`src/rtl/core/stepper_half_step_sequencer_macros.svh`:
```
// Assertion helpers for the half-step sequencer.
// Both forms sample on clk and are disabled while rst_n is low.
`ifndef STEPPER_HALF_STEP_SEQUENCER_MACROS_SVH
`define STEPPER_HALF_STEP_SEQUENCER_MACROS_SVH

`ifndef SYNTHESIS

`define SHS_ASSERT_NOW(lbl, ante, cons) \
  lbl: assert property (@(posedge clk) disable iff (!rst_n) (ante) |-> (cons)) \
    else $error("shs same-cycle check failed");

`define SHS_ASSERT_NEXT(lbl, ante, cons) \
  lbl: assert property (@(posedge clk) disable iff (!rst_n) (ante) |=> (cons)) \
    else $error("shs next-cycle check failed");

`else

`define SHS_ASSERT_NOW(lbl, ante, cons)
`define SHS_ASSERT_NEXT(lbl, ante, cons)

`endif

`endif

```
`src/rtl/core/shs_pkg.sv`:
```
package shs_pkg;

  localparam int unsigned PHASE_COUNT = 8;
  localparam int unsigned PHASE_W     = 3;
  localparam int unsigned POS_W       = 9;
  localparam int unsigned STEP_W      = 16;

  localparam logic [3:0] COILS_OFF = 4'hF;
  localparam logic [POS_W-1:0] MAX_POS_RESET = 9'd500;

  typedef enum logic [1:0] {
    OP_TICK = 2'd0,
    OP_MOVE = 2'd1,
    OP_STOP = 2'd2,
    OP_HOLD = 2'd3
  } op_t;

  // Active-low half-step patterns, bit0 = IN1.
  localparam logic [3:0] PHASE_TABLE [PHASE_COUNT] = '{
    4'hE, 4'hC, 4'hD, 4'h9, 4'hB, 4'h3, 4'h7, 4'h6
  };

endpackage

```
`src/rtl/core/stepper_half_step_sequencer.sv`:
```
// Half-step sequencer for a four-coil stepper, one result per transaction.
// out_valid is registered and rises in the cycle after input acceptance.
// Throughput: 1 transaction per cycle; the state update and result register
// share one clock edge, so in_stall rises only while a held result is stalled.
// Reset (rst_n low, synchronous): idle, position 0, phase 0, coils 0xE,
// max_position 500, no result pending.
`include "stepper_half_step_sequencer_macros.svh"

module stepper_half_step_sequencer (
  input  logic                            clk,
  input  logic                            rst_n,
  input  logic                            in_valid,
  output logic                            in_stall,
  input  logic [1:0]                      in_opcode,
  input  logic signed [shs_pkg::STEP_W-1:0] in_step_request,
  output logic                            out_valid,
  input  logic                            out_stall,
  output logic [3:0]                      out_coil_pattern,
  output logic                            out_coils_written,
  output logic                            out_moving,
  output logic                            out_closing,
  output logic [shs_pkg::POS_W-1:0]       out_position,
  input  logic                            cfg_valid,
  output logic                            cfg_ready,
  input  logic [shs_pkg::POS_W-1:0]       cfg_max_position
);

  logic [shs_pkg::POS_W-1:0]   max_pos_r;
  logic [shs_pkg::PHASE_W-1:0] phase_r, phase_nxt;
  logic                        active_r, active_nxt;
  logic                        close_r, close_nxt;
  logic [shs_pkg::STEP_W-1:0]  done_r, done_nxt;
  logic [shs_pkg::STEP_W-1:0]  wanted_r, wanted_nxt;
  logic [shs_pkg::POS_W-1:0]   pos_r, pos_nxt;
  logic [3:0]                  coil_r, coil_nxt;
  logic                        wrote_r, wrote_nxt;
  logic                        out_valid_r;

  logic                        in_accept;
  logic                        end_stop;
  logic [shs_pkg::POS_W:0]     pos_inc;
  logic [shs_pkg::STEP_W:0]    want_mag;
  logic [shs_pkg::STEP_W-1:0]  done_inc;
  logic [shs_pkg::PHASE_W-1:0] phase_step;
  shs_pkg::op_t                op;

  assign op        = shs_pkg::op_t'(in_opcode);
  assign in_stall  = out_valid_r && out_stall;
  assign in_accept = in_valid && !in_stall;
  assign cfg_ready = 1'b1;

  assign end_stop = (close_r && (pos_r == '0)) || (!close_r && (pos_r >= max_pos_r));
  assign pos_inc  = {1'b0, pos_r} + {{shs_pkg::POS_W{1'b0}}, 1'b1};
  assign done_inc = done_r + {{(shs_pkg::STEP_W-1){1'b0}}, 1'b1};
  // magnitude of the stored two's complement request; 0x8000 gives 32768
  assign want_mag = wanted_r[shs_pkg::STEP_W-1]
                  ? ({1'b1, {shs_pkg::STEP_W{1'b0}}} - {1'b0, wanted_r})
                  : {1'b0, wanted_r};
  assign phase_step = close_r ? (phase_r - {{(shs_pkg::PHASE_W-1){1'b0}}, 1'b1})
                              : (phase_r + {{(shs_pkg::PHASE_W-1){1'b0}}, 1'b1});

  always_comb begin
    phase_nxt  = phase_r;
    active_nxt = active_r;
    close_nxt  = close_r;
    done_nxt   = done_r;
    wanted_nxt = wanted_r;
    pos_nxt    = pos_r;
    coil_nxt   = coil_r;
    wrote_nxt  = 1'b0;
    case (op)
      shs_pkg::OP_TICK: begin
        if (end_stop) begin
          active_nxt = 1'b0;
          coil_nxt   = shs_pkg::COILS_OFF;
          wrote_nxt  = 1'b1;
        end else if (active_r && (wanted_r != '0)) begin
          phase_nxt = phase_step;
          if (close_r) begin
            if (pos_r != '0) pos_nxt = pos_r - {{(shs_pkg::POS_W-1){1'b0}}, 1'b1};
          end else begin
            if (pos_inc <= {1'b0, max_pos_r}) pos_nxt = pos_inc[shs_pkg::POS_W-1:0];
          end
          coil_nxt  = shs_pkg::PHASE_TABLE[phase_step];
          done_nxt  = done_inc;
          if ({1'b0, done_inc} >= want_mag) active_nxt = 1'b0;
          wrote_nxt = 1'b1;
        end
      end
      shs_pkg::OP_MOVE: begin
        wanted_nxt = in_step_request;
        done_nxt   = '0;
        close_nxt  = !in_step_request[shs_pkg::STEP_W-1];
        if (in_step_request != '0) active_nxt = 1'b1;
      end
      shs_pkg::OP_STOP: begin
        active_nxt = 1'b0;
        coil_nxt   = shs_pkg::COILS_OFF;
        wrote_nxt  = 1'b1;
      end
      default: begin
        active_nxt = 1'b0;
        coil_nxt   = shs_pkg::PHASE_TABLE[phase_r];
        wrote_nxt  = 1'b1;
      end
    endcase
  end

  always_ff @(posedge clk) begin
    if (!rst_n) begin
      max_pos_r   <= shs_pkg::MAX_POS_RESET;
      phase_r     <= '0;
      active_r    <= 1'b0;
      close_r     <= 1'b0;
      done_r      <= '0;
      wanted_r    <= '0;
      pos_r       <= '0;
      coil_r      <= shs_pkg::PHASE_TABLE[0];
      out_valid_r <= 1'b0;
    end else begin
      if (cfg_valid && cfg_ready) max_pos_r <= cfg_max_position;
      if (in_accept) begin
        phase_r  <= phase_nxt;
        active_r <= active_nxt;
        close_r  <= close_nxt;
        done_r   <= done_nxt;
        wanted_r <= wanted_nxt;
        pos_r    <= pos_nxt;
        coil_r   <= coil_nxt;
      end
      if (in_accept) out_valid_r <= 1'b1;
      else if (!out_stall) out_valid_r <= 1'b0;
    end
  end

  // coils_written belongs to the held result only
  always_ff @(posedge clk) begin
    if (in_accept) wrote_r <= wrote_nxt;
  end

  // state registers double as the result payload: they change only on acceptance
  assign out_valid         = out_valid_r;
  assign out_coil_pattern  = coil_r;
  assign out_coils_written = wrote_r;
  assign out_moving        = active_r;
  assign out_closing       = close_r;
  assign out_position      = pos_r;

  `SHS_ASSERT_NOW(a_stall_needs_result, in_stall, out_valid)
  `SHS_ASSERT_NEXT(a_stop_turns_off, in_accept && (op == shs_pkg::OP_STOP),
                   out_valid && (out_coil_pattern == shs_pkg::COILS_OFF) &&
                   !out_moving && out_coils_written)
  `SHS_ASSERT_NEXT(a_move_no_coil_write, in_accept && (op == shs_pkg::OP_MOVE),
                   out_valid && !out_coils_written)
  `SHS_ASSERT_NEXT(a_hold_stops_motion, in_accept && (op == shs_pkg::OP_HOLD),
                   !out_moving && out_coils_written)

endmodule

```
`config.mk`:
```
export PLATFORM = sky130hd
export DESIGN_NAME = stepper_half_step_sequencer
export DESIGN_NICKNAME = d
export VERILOG_FILES = /design/src/rtl/core/shs_pkg.sv /design/src/rtl/core/stepper_half_step_sequencer.sv
export VERILOG_INCLUDE_DIRS = /design/src /design/src/rtl/core
export SDC_FILE = /design/constraint.sdc
export NUM_CORES = 1
export LEC_CHECK = 0
export ABC_AREA = 0
export BUFFER_PORTS_ARGS = -buffer_cell sky130_fd_sc_hd__buf_2
export CORE_MARGIN = 5
export CORE_UTILIZATION = 45
export CTS_CLUSTER_SIZE = 16
export DETAILED_ROUTE_END_ITERATION = 12
export GPL_TIMING_DRIVEN = 1
export PLACE_DENSITY = 0.74
export SYNTH_ARGS = -nofsm -noshare
export SYNTH_HDL_FRONTEND = slang
export SYNTH_SLANG_ARGS = --single-unit
```
`constraint.sdc`:
```
create_clock -name clk -period 4.2 [get_ports clk]
set_clock_uncertainty 0.1 [all_clocks]
set_input_delay 0.21 -clock clk [delete_from_list [all_inputs] [get_ports clk]]
set_output_delay 0.21 -clock clk [all_outputs]
set_load 0.05 [all_outputs]
```
==> reports/metrics.cfg <==
[finish]
area_growth_pct=13.9
final_cell_mix=93 x nand2_1, 60 x dfxtp_1, 50 x a21oi_1
num-nets-final=663
multiInputGateArea_mm2=0.00283
fin_util_pct=52.4
layout.area.seq_mm2=0.00123
post_route_cells_drive_above_1_share_pct=13.3
diodes=0
design_area_mm2=0.00484
fillers=869
final_common_cell=nand2_1

[synthesis]
synth_area_leaders=dfxtp_1 28%, ha_1 12%, nand2_1 8.2%
synth_seq_cells=61
synthArstFlopShare_pct=0
seq_area_frac_synth_pct=29.0
syn-num-nets=619
synthAdderAreaFrac_pct=12.5
synthSimpleGateAreaFrac_pct=23.0
ys_types=62
synth_xor_area_share_pct=8.04
synth_top_area_share_pct=28.3
yosysTopAreaCell=dfxtp_1
synth_top_family_by_area=simple AND/OR/NAND/NOR gates
synthCells=545
syn_area_per_cell_um2=7.80
synth.area.mux_share_pct=2.12
synth-compound-area-share_pct=20.7
ys.warnings.count=0
synth_edf_count=1
synth_flop_cell=dfxtp_1
synth_area_mm2=0.00425

[routing]
drc_errors=0
drtAntennaViolNets=0
vias_per_cell=5.55
drt-total-wl_um=10100
dr.first_iter.drc_count=369
dr.pass1.iters=5
avgRoutedWirePerCell_um=14.0
vias=4016

[pwr]
ir_drop_mv=0.137
p_switching_mw=0.365
power.density_mw_per_mm2=272
power.leakage_nw=2.03
internal_power_mw=0.950
p_sw_share_pct=27.8
combinationalPowerShare_pct=13.4
sequentialPowerShare_pct=46.4
p_clk_share_pct=40.2

[sta]
fin_setup_tns_ns=0
min_period_over_period_pct=90.1
worst_pin_slew_ns=0.809
clock.fmax_mhz=264
min_period_ns=3.79
rsz0062_at_grt=no
slew_headroom_pct=46.0
setup_viol_count_final=0
maxSlewViolCount=0
final_hold_viol_count=0

[placed_design]
dp_hpwl_um=7430
placed_area_mm2=0.00457
portBuffers=49
gp_congestion=0.839

[run_status]
outcome=complete, no violations

[worst_hold_path]
min_to=wanted_r[13]
hold-path-cell-count=3
min-delay-start=in_step_request[13]
hp-class=in2reg

[setup_path]
r2r_setup_slack_ns=0.41
arrival_ns=3.92
r2r-start=wanted_r[2]
crit_path_start_kind=flop
r2r_end=out_moving
worstSetupEndpointType=flop
worstSetupPathType=reg2reg
worst-path-max-fanout=6
r2r_cells=14
required_ns=4.33

[global_routing]
grt_pass1_wl_um=17100
grt_start_max_net_pins=43
grt_pass1_vias=3684
grt_usage_pct=18.1
antenna_found_initial=0
grt_overflow=0

[clock_tree]
cts_setup_buffers=0
clockBufferDepth=2
cts_tree=yes
cts_root_buffer=clkbuf_8
cts.reportedPaths.clkPinSlew_ns=0.08
cts-htree-levels=3
cts-buffers-inserted=9
postCtsHoldBufs=8
cts.sink_count=61
ctsResizeCount=0
insertion_delay_ns=0.34

[floorplanning]
dieArea_mm2=0.0115
rows=35
dieHeight_um=107
io_pins=51
core_mm2=0.00924
initial_core_util_pct=46.0
die-width_um=107

[run]
maxCapViolCount=0

cell families after synthesis:
| group | after synthesis |
|---|---|
| flip-flops | 61 |
| AO/OA/AOI/OAI | 138 |
| AND/OR/NAND/NOR | 206 |
| XOR/XNOR | 39 |
| adder cells (fa/ha/maj) | 42 |
| multiplexers | 9 |
| other | 1 |
| buffers and inverters | 49 |
state kept, by name (all words and copies together) (netlist names):
register           count
phase_r                3
out_moving             1
max_pos_r              9
wanted_r              16
out_valid              1
out_coil_pattern       4
out_coils_written      1
out_position           9
out_closing            1
done_r                16
routing by layer:
metal | global-route usage (%) | share of wire, % | wire, um
met4 | 6.94 | 1.9 | 189
met1 | 23.9 | 46 | 4630
met2 | 29.1 | 48 | 4820
met3 | 3.43 | 4.8 | 488
met5 | 0 | 0 | 0
area by class of cell:
| type | instances | area share (%) |
|---|---|---|
| multi-input combinational | 435 | 58.4 |
| sequential | 61 | 25.4 |
| timing repair buffer | 60 | 7.18 |
| inverter | 22 | 1.71 |
| tap | 129 | 3.33 |
| clock inverter | 4 | 0.982 |
| clock buffer | 12 | 3.00 |
per-stage QoR:
stage | power, mW | hold slack (ns) | instances | setup WS [ns]
floorplan | 0.742 | 0.234 | 545 | 0.834
global placement | 0.785 | 0.323 | 699 | 0.693
detailed placement | 0.793 | 0.328 | 699 | 0.517
CTS | 1.32 | 0.000116 | 723 | 0.457
global route | 1.38 | 0.0109 | 723 | 0.158
finish | 1.32 | 0.00817 | 723 | 0.414
power by group through the flow:
| stage | sequential, mW | clock (mW) | combinational, mW |
|---|---|---|---|
| floorplan | 0.634 | 0 | 0.108 |
| global placement | 0.622 | 0 | 0.163 |
| detailed placement | 0.623 | 0 | 0.170 |
| CTS | 0.610 | 0.537 | 0.176 |
| global route | 0.612 | 0.568 | 0.197 |
| finish | 0.610 | 0.529 | 0.176 |
worst max-delay path by stage:
stage                      from    endpoint  cells past startpoint
finish              wanted_r[2]  out_moving                     14
global route        wanted_r[2]  out_moving                     14
global placement    wanted_r[2]  out_moving                     14
floorplan           wanted_r[2]  out_moving                     14
CTS                 wanted_r[2]  out_moving                     14
detailed placement  wanted_r[2]  out_moving                     14
worst max-delay path: stages (launching register included):
cell       delay (ns)
dfxtp_1          0.39
nor4_4           0.40
nand2b_1         0.12
or3_1            0.37
or4_4            0.46
o31ai_4          0.19
xor2_1           0.19
ha_1             0.27
nand3_1          0.11
nor2_1           0.05
a2111oi_0        0.44
o32ai_1          0.16
o21ai_0          0.19
a21oi_1          0.11
mux2i_1          0.14
Yosys cell counts (5+ instances only):
library cell  count
xor2_1           17
nor2_1           33
nand3_1          25
a211oi_1          6
clkbuf_1         21
xnor2_1          22
o21ai_0          38
mux2i_1           9
nor3_1            6
o211ai_1          7
nand3b_1          5
inv_1            22
dfxtp_1          60
a21oi_1          50
o32ai_1           5
nand2_1          93
nor4_1            7
and3_1            5
ha_1             41
nand4_1           5
(Power assumes the default switching activity.)
